$ cat src/hdl/nrtp_pkg.sv
`default_nettype none
package nrtp_pkg;

    localparam int TIME_BITS   = 48;
    localparam int REGIONS     = 64;
    localparam int REGION_BITS = $clog2(REGIONS);
    localparam int STACK_DEPTH = 64;
    localparam int STACK_BITS  = $clog2(STACK_DEPTH);
    localparam int LEVEL_BITS  = $clog2(STACK_DEPTH + 1);
    localparam int CMD_BITS    = 3;
    localparam int STATUS_BITS = 2;

    // command codes
    localparam logic [CMD_BITS-1:0] CMD_CLEAR = 3'd0;
    localparam logic [CMD_BITS-1:0] CMD_START = 3'd1;
    localparam logic [CMD_BITS-1:0] CMD_END   = 3'd2;
    localparam logic [CMD_BITS-1:0] CMD_READ  = 3'd3;
    localparam logic [CMD_BITS-1:0] CMD_PUSH  = 3'd4;
    localparam logic [CMD_BITS-1:0] CMD_POP   = 3'd5;

    // status codes
    localparam logic [STATUS_BITS-1:0] STS_OK       = 2'd0;
    localparam logic [STATUS_BITS-1:0] STS_FULL     = 2'd1;
    localparam logic [STATUS_BITS-1:0] STS_EMPTY    = 2'd2;
    localparam logic [STATUS_BITS-1:0] STS_MISMATCH = 2'd3;

    typedef enum logic {
        ST_IDLE,
        ST_EXEC
    } t_state;

    typedef struct packed {
        logic [CMD_BITS-1:0]    cmd;
        logic [REGION_BITS-1:0] region;
        logic [TIME_BITS-1:0]   timestamp;
    } t_cmd_item;

    typedef struct packed {
        logic [TIME_BITS-1:0]   region_total;
        logic [STATUS_BITS-1:0] status;
    } t_result_item;

    // read addresses for the region store
    typedef struct packed {
        logic [REGION_BITS-1:0] addr_a;
        logic [REGION_BITS-1:0] addr_b;
    } t_rgn_rd;

    // registered read data from the region store
    typedef struct packed {
        logic [TIME_BITS-1:0] total_a;
        logic [TIME_BITS-1:0] start_a;
        logic [TIME_BITS-1:0] total_b;
    } t_rgn_data;

    // write requests to the region store
    typedef struct packed {
        logic                   total_we;
        logic [REGION_BITS-1:0] total_addr;
        logic [TIME_BITS-1:0]   total_data;
        logic                   start_we;
        logic [REGION_BITS-1:0] start_addr;
        logic [TIME_BITS-1:0]   start_data;
    } t_rgn_wr;

    // stack update request
    typedef struct packed {
        logic                   push;
        logic                   pop;
        logic [REGION_BITS-1:0] region;
    } t_stk_upd;

    // stack status
    typedef struct packed {
        logic [LEVEL_BITS-1:0]  level;
        logic [REGION_BITS-1:0] top;
        logic [REGION_BITS-1:0] below;
    } t_stk_stat;

endpackage
`default_nettype wire

$ cat src/hdl/nrtp_nest_stack.sv
`default_nettype none
module nrtp_nest_stack (
    input  wire logic               i_clk,
    input  wire logic               i_rst_n,
    input  wire nrtp_pkg::t_stk_upd i_upd,
    output nrtp_pkg::t_stk_stat     o_stat
);
    import nrtp_pkg::*;

    // entries beneath the top; the top itself sits in a register
    logic [REGION_BITS-1:0] m_stack [STACK_DEPTH];
    logic [LEVEL_BITS-1:0]  r_level;
    logic [LEVEL_BITS-1:0]  n_level;
    logic [REGION_BITS-1:0] r_top;
    logic [REGION_BITS-1:0] n_top;
    logic [REGION_BITS-1:0] r_below;
    logic [LEVEL_BITS-1:0]  w_wr_idx;
    logic [LEVEL_BITS-1:0]  w_rd_idx;

    assign w_wr_idx = r_level - LEVEL_BITS'(1);
    assign w_rd_idx = r_level - LEVEL_BITS'(2);

    // old top goes to memory on push, entry beneath is read every cycle
    always_ff @(posedge i_clk) begin
        if (i_upd.push && (r_level != '0)) begin
            m_stack[w_wr_idx[STACK_BITS-1:0]] <= r_top;
        end
        r_below <= m_stack[w_rd_idx[STACK_BITS-1:0]];
    end

    // level and top update
    always_comb begin
        n_level = r_level;
        n_top   = r_top;
        if (i_upd.push) begin
            n_level = r_level + LEVEL_BITS'(1);
            n_top   = i_upd.region;
        end else if (i_upd.pop) begin
            n_level = r_level - LEVEL_BITS'(1);
            n_top   = r_below;
        end
    end

    always_ff @(posedge i_clk) begin
        if (!i_rst_n) begin
            r_level <= '0;
            r_top   <= '0;
        end else begin
            r_level <= n_level;
            r_top   <= n_top;
        end
    end

    assign o_stat.level = r_level;
    assign o_stat.top   = r_top;
    assign o_stat.below = r_below;

endmodule
`default_nettype wire

$ cat config.mk
export PLATFORM = sky130hd
export DESIGN_NAME = nrtp_nest_stack
export DESIGN_NICKNAME = d
export VERILOG_FILES = /design/src/hdl/nrtp_pkg.sv /design/src/hdl/nrtp_nest_stack.sv
export SDC_FILE = /design/constraint.sdc
export NUM_CORES = 1
export LEC_CHECK = 0
export CAP_MARGIN = 20
export CORE_MARGIN = 10
export CORE_UTILIZATION = 55
export DETAILED_ROUTE_END_ITERATION = 10
export DONT_BUFFER_PORTS = 1
export PLACE_DENSITY = 0.7
export SETUP_SLACK_MARGIN = 0.5
export SLEW_MARGIN = 20
export SYNTH_ARGS = -nofsm -noshare
export SYNTH_HDL_FRONTEND = slang
export SYNTH_SLANG_ARGS = --single-unit
$ cat constraint.sdc
create_clock -name i_clk -period 3.6 [get_ports i_clk]
set_input_delay 0.72 -clock i_clk [delete_from_list [all_inputs] [get_ports i_clk]]
set_output_delay 0.72 -clock i_clk [all_outputs]
set_load 0.02 [all_outputs]
Word level (Yosys, flattened, before mapping)
Memories as Yosys holds them, arrays and structs flattened. A register that Yosys moved wholly into a read port is not among the register bits.
Cells that the tools add are included.
W data, S select, Z words.
{ "classes": {"n_addsub": 3, "multipliers": 0, "div_mod_pow": 0, "order_cmp": 0, "eq_ne": 0, "n_shift": 0, "muxes": 6, "n_bitwise": 0, "reduce_logical": 3} }
{ "ops": {"columns": ["operator", "n"], "rows": [
  ["$mux W7", 2],
  ["$mux W6", 2],
  ["$add A7 B1 Y7 const B", 1],
  ["$reduce_bool A7 Y1", 1],
  ["$sub A7 B1 Y7 const B", 1],
  ["$sub A6 B2 Y6 const B", 1],
  ["$mux W1", 2],
  ["$reduce_bool A2 Y1", 1],
  ["$logic_and A1 B1 Y1", 1]
]} }
{ "totals": {"ff_bits": 13, "latch_bits": 0, "mem_bits_rw": 384, "mem_bits_ro": 0, "in_bits": 10, "output_inout_bits": 19, "elab_cells": 15, "n_memories": 1} }
{ "mem_list": {"columns": ["memory", "words", "word_bits", "rd", "rd_ports_with_merged_regs", "wr", "line", "rtl"], "rows": [
  ["m_stack", 64, 6, 1, 1, 1, "nrtp_nest_stack.sv:11", "logic [REGION_BITS-1:0] m_stack [STACK_DEPTH];"]
]} }

Longest topological paths before layout
{ "logic_depth": {"ltp_word": 4, "depth_mapped": 12, "ltp_nobuf": 7} }

Worst setup path before layout
Ideal clock, no wire load.
{ "synth_path": {"path_kind": "reg-to-reg", "start": "reg r_level[1]", "end": "mem m_stack[48][0] (netlist bit), enable pin", "setup_time_ns": 0.350, "t_arrival_ns": 2.713, "required_time_ns": 3.250, "path_slack_ns": 0.537, "stages_incl_launch_ff": 11, "path_buffers": 3, "period_less_slack_ns": 3.063, "path_cell_list": "dfxtp_1 > clkbuf_1 > clkbuf_1 > inv_1 > ha_1 > buf_2 > a21boi_1 > xnor2_1 > nor2b_1 > nand2_1 > nor2_1"} }
{ "synth_between": {"elab_chain_len": 4, "elab_cells_between_ends": 5, "classes_between": "add/sub: 1; mux: 2; reduce/logical: 2"} }
{ "synth_lines": {"columns": ["element", "line", "rtl"], "rows": [
  ["start, declared", "nrtp_nest_stack.sv:12", "logic [LEVEL_BITS-1:0] r_level;"],
  ["start signal, assigned", "nrtp_nest_stack.sv:49", "r_level <= n_level;"],
  ["parallel branches: the longest is 4 deep, another holds $sub A7 B1 Y7", null, null],
  ["end, declared", "nrtp_nest_stack.sv:11", null]
]} }
Several ways; the timed one is not identified.

Worst setup path in the final report
{ "layout_path": {"start": "reg r_level[1]", "end": "mem m_stack[23][1] (netlist bit), enable pin"} }
Same word-level chain as after synthesis.

==> impl_metrics.tcl <==
set metrics [dict create \
    outcome "completed" \
    antenna_found_initial 0 \
    grt.total_usage_pct 19.97 \
    cp_max_fo 8 \
    place_area_um2 16380 \
    grt_overflow 0 \
    clock_latency_ns 0.53 \
    rsz0062_at_grt "yes" \
    period_share_pct 83.24 \
    final_nets 852 \
    grt_max_degree 65 \
    grt_pass1_vias 8202 \
    ff2ff_setup_slack_ns 0.60 \
    required_ns 3.76 \
    yosys-top-cells-count "edfxtp_1, mux4_2, nor2_1" \
    cts_buffer_depth 3 \
    drive_gt1_share_pct 22.31 \
    synth_top_area_cell "edfxtp_1" \
    yosysSeqAreaShare_pct 74.97 \
    grt_pass1_wl_mm 53.76 \
    gp_congestion 0.9020 \
    hold_ws_ns 0.3086 \
    cts_tree "done" \
    viasPerCell 6.469 \
    ir_drop_v 0.0004445 \
    cts_buffers 40 \
    synth_most_common_cell "edfxtp_1" \
    dieArea_um2 36090 \
    synth.distinct_cells 41 \
    core-area_um2 28630 \
    wl_mm 35.60 \
    via_count 8080 \
    ctsHoldBuffers 0 \
    ys.flop_type "edfxtp_1" \
    maxCapViolations 0 \
    wl_per_cell_um 28.51 \
    async_flop_share_pct 0 \
    synth-seq-cells 403 \
    synth-edff-count 384 \
    io_buffers 0 \
    seqCellArea_um2 11930 \
    p_total_mw 10.89 \
    drt_iter0_drc 831 \
    worst_slew_pin_slew_ns 1.147 \
    drv_slew 0 \
    finalInstanceArea_um2 17690 \
    synth_top_area_share_pct 72.57 \
    leakage_nw 5.551 \
    syn_nets 829 \
    synth_area_leaders "edfxtp_1, mux4_2, dfxtp_1" \
    start_util_pct 55.51 \
    postCtsSetupBuffers 0 \
    die_x_um 190.0 \
    area_growth_syn_to_layout_pct 11.34 \
    syn_inst 813 \
    rows 62 \
    finClkSkew_ns 0.01644 \
    cts-root-buf "clkbuf_16" \
    path_clk_slew_ns 0.06 \
    io-pin-count 29 \
    multi_input_area_um2 3769 \
    syn_area_per_cell_um2 19.54 \
    setup_tns_ns 0 \
    setup_viol 0 \
    crit_type "flip-flop to flip-flop" \
    max_freq_mhz 333.7 \
    start_kind "flip-flop" \
    hp-class "primary input to flip-flop" \
    worst_setup_path_end_kind "flip-flop" \
    drc_errors 0 \
    cts.sinks 403 \
    firstDrtPassIters 8 \
    cts.htree.levels 2 \
    synthesis.area_um2 15890 \
    period_minus_slack_ns 2.997 \
    dpl.hpwl_mm 22.19 \
    crit_arrival_ns 3.16 \
    slew_headroom_pct 23.55 \
    n_fill_cell 1976 \
    drtAntennaViolNets 0 \
    die_y_um 190.0 \
    yosys_warnings 0 \
    antenna_cells 0 \
    hold_viol 0 \
    power_density_nw_per_um2 615.4 \
]
[critical path, cell delays in order (launching register included)]
cell,delay [ns]
dfxtp_4,0.34
inv_1,0.13
ha_1,0.37
a21boi_1,0.29
nand2_1,0.13
xnor2_1,0.39
nand2_1,0.40
nor2_1,0.57
[cells by family after synthesis]
family          after synthesis  synth area share [%]
simple gates                146                 4.016
compound gates               97                 4.512
buf+inv                      48                 1.441
xor+xnor                     11                0.6063
flops                       403                 74.97
fa+ha+maj                     6                0.4725
mux                         102                 13.99
[layout make-up]
cell class	instances	share of cell area (%)
timing repair buffer	25	1.245
inverter	4	0.08487
clock inverter	24	1.308
multi-input combinational	362	21.30
tap	384	2.716
clock buffer	47	5.927
sequential	403	67.42
[layer usage]
metal / global-route usage [%] / routed length (um) / part of all wire, %
met2: 32.01 / 17460 / 49
met3: 3.973 / 3164 / 8.9
met4: 5.708 / 821 / 2.3
met5: 0 / 0 / 0
met1: 27.50 / 14160 / 40
[report_power, final]
part	switching [mW]	internal [mW]	leakage (nW)
Clock	1.69	2.38	0.620
Combinational	0.814	0.465	1.25
Sequential	0.220	5.32	3.68
Total	2.73	8.16	5.55
[timing repair]
action,4_1_cts,5_1_grt
pin swaps,0,0
gates resized for setup,2,6
cloned,0,0
setup endpoints to repair,6,63
[final timing paths]
check	start	cells after the start	endpoint
worst min register to register	r_level[2]$_SDFFE_PN0P_	3	r_level[2]$_SDFFE_PN0P_
worst min-delay path	i_rst_n	1	r_top[4]$_SDFFE_PN0P_
worst max register to register	r_level[1]$_SDFFE_PN0P_	7	m_stack[23][1]$_DFFE_PP_
worst max-delay path	r_level[1]$_SDFFE_PN0P_	7	m_stack[23][1]$_DFFE_PP_
[state kept, by name (all words and copies together) (netlist names)]
name and count:
m_stack 384, r_level 7, r_below 6, r_top 6
[layout by cell type (no fill, tap or decap), types with 8 or more instances in the layout]
cell	Yosys	layout
a21oi_1	10	10
o21ai_0	8	8
nand2_1	31	31
nor2_1	78	73
clkbuf_16	0	41
clkinv_1	0	8
mux4_2	96	96
dfxtp_1	19	11
buf_4	4	21
a2bb2oi_1	12	12
and2_1	12	11
edfxtp_1	384	384
a22oi_1	48	48
[through the flow]
stage,util [%],worst slack [ns],std cells
final,61.80,0.6032,1249
after CTS,61.73,0.5655,1249
after global placement,57.23,0.3505,1178
after floorplan,-,0.5369,813
after detailed placement,57.23,0.2993,1178
after global routing,61.80,0.4360,1249
Power figures use the tool's default switching activity.
