File: src/hdl/nrtp_pkg.sv
`default_nettype none
package nrtp_pkg;

    localparam int TIME_BITS   = 48;
    localparam int REGIONS     = 64;
    localparam int REGION_BITS = $clog2(REGIONS);
    localparam int STACK_DEPTH = 64;
    localparam int STACK_BITS  = $clog2(STACK_DEPTH);
    localparam int LEVEL_BITS  = $clog2(STACK_DEPTH + 1);
    localparam int CMD_BITS    = 3;
    localparam int STATUS_BITS = 2;

    // command codes
    localparam logic [CMD_BITS-1:0] CMD_CLEAR = 3'd0;
    localparam logic [CMD_BITS-1:0] CMD_START = 3'd1;
    localparam logic [CMD_BITS-1:0] CMD_END   = 3'd2;
    localparam logic [CMD_BITS-1:0] CMD_READ  = 3'd3;
    localparam logic [CMD_BITS-1:0] CMD_PUSH  = 3'd4;
    localparam logic [CMD_BITS-1:0] CMD_POP   = 3'd5;

    // status codes
    localparam logic [STATUS_BITS-1:0] STS_OK       = 2'd0;
    localparam logic [STATUS_BITS-1:0] STS_FULL     = 2'd1;
    localparam logic [STATUS_BITS-1:0] STS_EMPTY    = 2'd2;
    localparam logic [STATUS_BITS-1:0] STS_MISMATCH = 2'd3;

    typedef enum logic {
        ST_IDLE,
        ST_EXEC
    } t_state;

    typedef struct packed {
        logic [CMD_BITS-1:0]    cmd;
        logic [REGION_BITS-1:0] region;
        logic [TIME_BITS-1:0]   timestamp;
    } t_cmd_item;

    typedef struct packed {
        logic [TIME_BITS-1:0]   region_total;
        logic [STATUS_BITS-1:0] status;
    } t_result_item;

    // read addresses for the region store
    typedef struct packed {
        logic [REGION_BITS-1:0] addr_a;
        logic [REGION_BITS-1:0] addr_b;
    } t_rgn_rd;

    // registered read data from the region store
    typedef struct packed {
        logic [TIME_BITS-1:0] total_a;
        logic [TIME_BITS-1:0] start_a;
        logic [TIME_BITS-1:0] total_b;
    } t_rgn_data;

    // write requests to the region store
    typedef struct packed {
        logic                   total_we;
        logic [REGION_BITS-1:0] total_addr;
        logic [TIME_BITS-1:0]   total_data;
        logic                   start_we;
        logic [REGION_BITS-1:0] start_addr;
        logic [TIME_BITS-1:0]   start_data;
    } t_rgn_wr;

    // stack update request
    typedef struct packed {
        logic                   push;
        logic                   pop;
        logic [REGION_BITS-1:0] region;
    } t_stk_upd;

    // stack status
    typedef struct packed {
        logic [LEVEL_BITS-1:0]  level;
        logic [REGION_BITS-1:0] top;
        logic [REGION_BITS-1:0] below;
    } t_stk_stat;

endpackage
`default_nettype wire

File: src/hdl/nrtp_ctrl.sv
`default_nettype none
module nrtp_ctrl (
    input  wire logic                   i_clk,
    input  wire logic                   i_rst_n,
    input  wire logic                   i_start,
    input  wire nrtp_pkg::t_cmd_item    i_item,
    input  wire nrtp_pkg::t_rgn_data    i_rgn,
    input  wire nrtp_pkg::t_stk_stat    i_stk,
    output nrtp_pkg::t_rgn_rd           o_rgn_rd,
    output nrtp_pkg::t_rgn_wr           o_rgn_wr,
    output nrtp_pkg::t_stk_upd          o_stk_upd,
    output logic                        o_busy,
    output logic                        o_valid,
    output nrtp_pkg::t_result_item      o_result
);
    import nrtp_pkg::*;

    t_state       r_state;
    t_state       n_state;
    t_cmd_item    r_item;
    logic         w_accept;
    logic         w_exec;
    logic         r_valid;
    t_result_item r_result;
    t_result_item n_result;

    logic [TIME_BITS-1:0] w_delta;
    logic [TIME_BITS:0]   w_sum;
    logic [TIME_BITS-1:0] w_charged;
    logic                 w_full;
    logic                 w_empty;

    assign w_exec   = (r_state == ST_EXEC);
    assign w_accept = i_start && !w_exec;

    // read addresses: push charges the stack top, all others the named region
    always_comb begin
        o_rgn_rd.addr_a = (i_item.cmd == CMD_PUSH) ? i_stk.top : i_item.region;
        o_rgn_rd.addr_b = i_item.region;
    end

    // command latch
    always_ff @(posedge i_clk) begin
        if (w_accept) begin
            r_item <= i_item;
        end
    end

    // elapsed time wraps, total saturates
    always_comb begin
        w_delta   = r_item.timestamp - i_rgn.start_a;
        w_sum     = {1'b0, i_rgn.total_a} + {1'b0, w_delta};
        w_charged = w_sum[TIME_BITS] ? {TIME_BITS{1'b1}} : w_sum[TIME_BITS-1:0];
        w_full    = (i_stk.level == LEVEL_BITS'(STACK_DEPTH));
        w_empty   = (i_stk.level == '0);
    end

    // next state
    always_comb begin
        n_state = r_state;
        case (r_state)
            ST_IDLE: begin
                if (i_start) begin
                    n_state = ST_EXEC;
                end
            end
            ST_EXEC: begin
                n_state = ST_IDLE;
            end
            default: begin
                n_state = ST_IDLE;
            end
        endcase
    end

    // execute: memory writes, stack update and result
    always_comb begin
        o_rgn_wr             = '0;
        o_rgn_wr.total_addr  = r_item.region;
        o_rgn_wr.start_addr  = r_item.region;
        o_rgn_wr.start_data  = r_item.timestamp;
        o_stk_upd            = '0;
        o_stk_upd.region     = r_item.region;
        n_result.region_total = i_rgn.total_b;
        n_result.status       = STS_OK;
        if (w_exec) begin
            case (r_item.cmd)
                CMD_CLEAR: begin
                    o_rgn_wr.total_we     = 1'b1;
                    o_rgn_wr.total_data   = '0;
                    n_result.region_total = '0;
                end
                CMD_START: begin
                    o_rgn_wr.start_we = 1'b1;
                end
                CMD_END: begin
                    o_rgn_wr.total_we     = 1'b1;
                    o_rgn_wr.total_data   = w_charged;
                    n_result.region_total = w_charged;
                end
                CMD_PUSH: begin
                    if (w_full) begin
                        n_result.status = STS_FULL;
                    end else begin
                        o_stk_upd.push    = 1'b1;
                        o_rgn_wr.start_we = 1'b1;
                        if (!w_empty) begin
                            o_rgn_wr.total_we   = 1'b1;
                            o_rgn_wr.total_addr = i_stk.top;
                            o_rgn_wr.total_data = w_charged;
                            if (i_stk.top == r_item.region) begin
                                n_result.region_total = w_charged;
                            end
                        end
                    end
                end
                CMD_POP: begin
                    if (w_empty) begin
                        n_result.status = STS_EMPTY;
                    end else begin
                        if (i_stk.top != r_item.region) begin
                            n_result.status = STS_MISMATCH;
                        end
                        o_stk_upd.pop         = 1'b1;
                        o_rgn_wr.total_we     = 1'b1;
                        o_rgn_wr.total_data   = w_charged;
                        n_result.region_total = w_charged;
                        // restart the region beneath
                        if (i_stk.level != LEVEL_BITS'(1)) begin
                            o_rgn_wr.start_we   = 1'b1;
                            o_rgn_wr.start_addr = i_stk.below;
                        end
                    end
                end
                default: begin
                    n_result.status = STS_OK;
                end
            endcase
        end
    end

    // state and result registers
    always_ff @(posedge i_clk) begin
        if (!i_rst_n) begin
            r_state <= ST_IDLE;
            r_valid <= 1'b0;
        end else begin
            r_state <= n_state;
            r_valid <= w_exec;
        end
    end

    always_ff @(posedge i_clk) begin
        if (w_exec) begin
            r_result <= n_result;
        end
    end

    // outputs
    always_comb begin
        o_busy   = w_exec;
        o_valid  = r_valid;
        o_result = r_result;
    end

endmodule
`default_nettype wire

File: config.mk
export PLATFORM = sky130hd
export DESIGN_NAME = nrtp_ctrl
export DESIGN_NICKNAME = d
export VERILOG_FILES = /design/src/hdl/nrtp_pkg.sv /design/src/hdl/nrtp_ctrl.sv
export SDC_FILE = /design/constraint.sdc
export NUM_CORES = 1
export LEC_CHECK = 0
export BUFFER_PORTS_ARGS = -buffer_cell sky130_fd_sc_hd__buf_2
export CORE_MARGIN = 10
export CORE_UTILIZATION = 45
export CTS_BUF_LIST = sky130_fd_sc_hd__clkbuf_2 sky130_fd_sc_hd__clkbuf_4 sky130_fd_sc_hd__clkbuf_8
export DETAILED_ROUTE_END_ITERATION = 6
export HOLD_SLACK_MARGIN = 0.02
export PLACE_DENSITY = 0.74
export SYNTH_ARGS = -nofsm -noshare
export SYNTH_HDL_FRONTEND = slang
export SYNTH_SLANG_ARGS = --single-unit
File: constraint.sdc
create_clock -name i_clk -period 15.1 [get_ports i_clk]
set_input_delay 3.02 -clock i_clk [delete_from_list [all_inputs] [get_ports i_clk]]
set_output_delay 3.02 -clock i_clk [all_outputs]
set_load 0.01 [all_outputs]
Word level (Yosys, flattened, before mapping)

Index checks and enable logic that the tools add are counted.

$add $sub $neg: 2
Equality and inequality tests: 9
Muxes and demuxes: 28
Bitwise gates (word level): 1
Reduce and logical (&&, ||, !) cells: 5

Operator list:

| cell                                                  | number |
|---|---|
| two-way mux 48 bit                                    | 5 |
| case mux 48 bit (4 select lines)                      | 1 |
| case mux 48 bit (3 select lines)                      | 1 |
| two-way mux 55 bit                                    | 2 |
| two-way mux 62 bit                                    | 1 |
| two-way mux 56 bit                                    | 1 |
| adder 48 x 48 -> 49 bit                               | 1 |
| subtractor 48 bit                                     | 1 |
| two-way mux 6 bit                                     | 3 |
| equality test 3 bit, second input constant            | 3 |
| equality test 7 bit, second input constant            | 1 |
| logical NOT 7 bit                                     | 1 |
| two-way mux 7 bit                                     | 1 |
| inequality test 7 x 1 -> 1 bit, second input constant | 1 |
| equality test 6 bit                                   | 1 |
| two-way mux 1 bit                                     | 6 |
| two-way mux 2 bit                                     | 3 |
| inequality test 6 bit                                 | 1 |
| case mux 1 bit (3 select lines)                       | 2 |
| case mux 2 bit (2 select lines)                       | 1 |
| equality test 3 x 1 -> 1 bit, second input constant   | 1 |
| equality test 3 x 2 -> 1 bit, second input constant   | 1 |
| logical NOT 3 bit                                     | 1 |
| case mux 1 bit (2 select lines)                       | 1 |
| other kinds (4)                                       | 4 |

Flip-flop bits (word level): 109
Bits of input ports: 223
Output and inout bits: 182
Word-level logic and storage cells: 52

Depth between registers and ports, before layout

Depth after elaboration: 7
Depth in mapped cells: 27
Gate-level depth less buffers: 26

Worst setup path before layout

No wires, ideal clock.

Path type: input to output
From: in i_rgn[48] (netlist name)
To: out o_rgn_wr[102] (netlist name)
Arrival time: 7.537 ns
Data required time: 12.080 ns
Slack: 4.543 ns
Stages on the path: 24
Buffers on the path: 0
Path through: ha_1 > fa_1 > nor2b_1 > o21a_1 > o21ai_1 > a211o_1 > a21oi_1 > o21a_1 > o21a_1 > o21ai_0 > a21boi_0 > nor2_1 > ha_1 > and3_4 > and3_4 > a32o_1 > or3_4 > nand3_2 > a21oi_2 > nor3_2 > o221ai_2 > a221oi_2 > mux2_4 > nor2_1

RTL lines:

| item        | RTL line        | text |
|---|---|---|
| from (decl) | nrtp_ctrl.sv:7  | `input wire nrtp_pkg::t_rgn_data i_rgn,` |
| to (decl)   | nrtp_ctrl.sv:10 | `output nrtp_pkg::t_rgn_wr o_rgn_wr,` |

==> reports/results.ini <==
[cts]
clkTransAtPathRegs_ps = 120
htree_levels = 3
numCtsBuffers = 9
cts.sink_count = 109
post_cts.resized_instances = 0
clk_latency_ps = 410
cts_root_buffer = clkbuf_8
cts_buffer_depth = 2
post_cts_buffers = 0
cts_hold_buf = 0
tritoncts = done

[floorplanning]
rows = 57
die_x_um = 177
pin_count = 405
core-area_um2 = 24200
dieArea_um2 = 31300
die_h_um = 177
start_util_pct = 45.7

[worst_setup_path]
critPathMaxFanout = 35
critical_path_class = in2out
worstPathArrival_ps = 8870
ff2ff_setup_slack_ps = 8690
endpoint_kind = output pin
required_ps = 12080
cp-start-kind = input port

[synth]
synth.distinct_cells = 79
ys_ff_latch = 109
synth-edff-count = 107
synth-warning-count = 0
synth_cells = 1326
synth_flop_cell = edfxtp_1
synth_top_area_share_pct = 29.0
synth_seq_area_share_pct = 29.3
syn-cell-area_um2 = 11100
syn_nets = 1648
netlist_top_cells_area = edfxtp_1, ha_1, a21oi_1, nor2_1, buf_4
syn_avg_cell_area_um2 = 8.36
post-synth-top-area-cell = edfxtp_1
synthArstFlopShare_pct = 0

[cells_and_area]
nets = 1966
final.fill_count = 2339
layout-drive-gt1-share_pct = 29.9
area.growth.synth_to_final_pct = 19.0

[sta]
setup_viol = 0
hold_violations = 0
min_period_over_period_pct = 78.8
rsz0062_at_grt = false
setup_tns_ps = 0
slew_violations = 0
slew_headroom_pct = 25.7
fin_skew_ps = 29.5
fin_crit_ps = 11890
clock.fmax_ghz = 0.0841
worstMarginPinSlew_ps = 1110
setup_ws_ps = 3210

[global_routing]
grt_pass1_wl_mm = 61.2
grtUsageTotal_pct = 24.8
grt_pass1_vias = 10630
grt_antenna_before_repair = 9
overflow = 0
grt_max_degree = 59

[drt]
wl_met1_mm = 16.8
wire_per_inst_um = 20.8
firstDrtPassIters = 5
wl_met2_mm = 20.1
drtIter0Drc = 1050
drc = 0
viasPerCell = 5.60
maxUsedRoutingLayer = met5
met3_length_mm = 3.46
ant_nets = 0
totalWireLength_mm = 41.3
route.vias.total = 11079

[power_and_ir_drop]
p_leak_nw = 6.28
p_int_w = 0.000738
p_per_area_nw_per_um2 = 103
pwr-share-clk_pct = 14.6
ir_drop_uv = 48.3
total_power_w = 0.00136
p_seq_share_pct = 27.6
power_switching_w = 0.000618
sw_frac_of_total_pct = 45.6
pwr-share-comb_pct = 57.8

[placement]
io_buffers = 404
gp_congestion = 0.951
pre_cts_ws_ps = 3260
dp_hpwl_mm = 33.9

[flow_run]
cap_violations = 0

[hold_path]
worst_hold_path_type = reg2reg

[outcome]
outcome = finished clean

-- path summary, 6_finish.rpt --
check               from      endpoint  depth (start not counted)
min           r_item[54]   o_result[0]                          1
max            i_rgn[48]  o_rgn_wr[59]                         26
min reg2reg   r_item[54]   o_result[0]                          1
max reg2reg  o_rgn_wr[0]  o_result[37]                         26
-- placed cells by master, fill, tap and decap left out, types with 5 or more instances in the layout --
cell type and instances:
and2_1 5, diode_2 7, o21ai_1 20, nand3_1 18
nor2b_1 34, buf_4 9, ha_1 97, or3_1 10
nor2_1 122, xnor2_1 51, clkbuf_8 10, a31oi_1 9
nand2_1 106, o21a_1 11, o31ai_1 8, edfxtp_1 107
mux2_2 18, or2_2 9, a21boi_0 7, buf_2 404
a21oi_1 128, nand2b_1 22, nand4_1 14, o21ai_0 89
a21o_1 57, and3_1 10, inv_1 81, nor3_1 25
nor4_1 5, o21bai_1 22, o211ai_1 7, a211oi_1 13
xor2_1 31
-- area by class of cell --
cell class / count / area, µm² / share of cell area (%)
multi-input cells: 1030 / 6920 / 52.5
flip-flops and latches: 109 / 3250 / 24.7
repair buffers: 413 / 2090 / 15.8
well taps: 324 / 405 / 3.07
inverters: 81 / 304 / 2.30
clock buffers: 10 / 138 / 1.04
clock inverters: 6 / 62.6 / 0.474
diodes: 7 / 17.5 / 0.133
-- power groups by stage --
stage               Combinational (W)  Sequential, W  Clock [W]
detailed placement           0.000772       0.000382          0
global placement             0.000764       0.000381          0
global route                 0.000861       0.000377   0.000212
finish                       0.000784       0.000375   0.000198
floorplan                    0.000540       0.000389          0
CTS                          0.000776       0.000375   0.000204
-- routing by layer --
layer  global-route usage (%)  vias up
li1                         -     5357
met1                     30.0     5125
met2                     42.9      535
met3                     5.97       56
met4                     7.15        6
met5                        0        -
-- sequential cells by signal, indices dropped and copies added, names as in the netlist --
name       count
o_busy         1
o_result      50
o_rgn_wr      48
o_stk_upd      6
o_valid        1
r_item         3
-- synthesized netlist by cell type (all sizes together) (31+ instances only) --
cell type	count
inv	81
clkbuf	39
a21o	57
xor2	31
o21ai	112
xnor2	51
edfxtp	107
a21oi	133
nand2	107
nor2b	35
ha	97
nor2	124
buf	67
-- per-stage QoR --
stage	std cells	utilization [%]	instance area (µm²)	hold slack, ps
after detailed placement	1957	53.5	13000	864
after global routing	1979	54.4	13200	940
after global placement	1957	53.5	13000	832
final	1980	54.4	13200	888
after floorplan	1326	-	11100	709
after CTS	1973	54.3	13200	880
-- worst max-delay path, cell delays in order --
cell and delay (ps):
buf_2 100, ha_1 230, fa_1 420, nor2b_1 130, o21a_1 140, o21ai_1 110
a211o_1 330, a21oi_1 220, o21a_1 160, o21a_1 140, o21ai_0 100, a21boi_0 310
mux2i_1 220, nand2_1 80, ha_1 370, nand2_1 140, nor3_1 290, nand3_1 120
nor3_1 310, o21ai_1 130, a21o_1 210, a21oi_4 690, buf_4 380, o21bai_1 190
nor2b_1 160, buf_2 150
-- kinds of logic after synthesis --
family | count (synthesis) | share of synthesized area [%]
compound gates | 429 | 25.1
simple gates | 398 | 17.1
buf+inv | 187 | 8.44
flops | 109 | 29.3
fa+ha+maj | 99 | 11.3
xor+xnor | 82 | 6.48
mux | 22 | 2.23
Power figures use the tool's default switching activity.
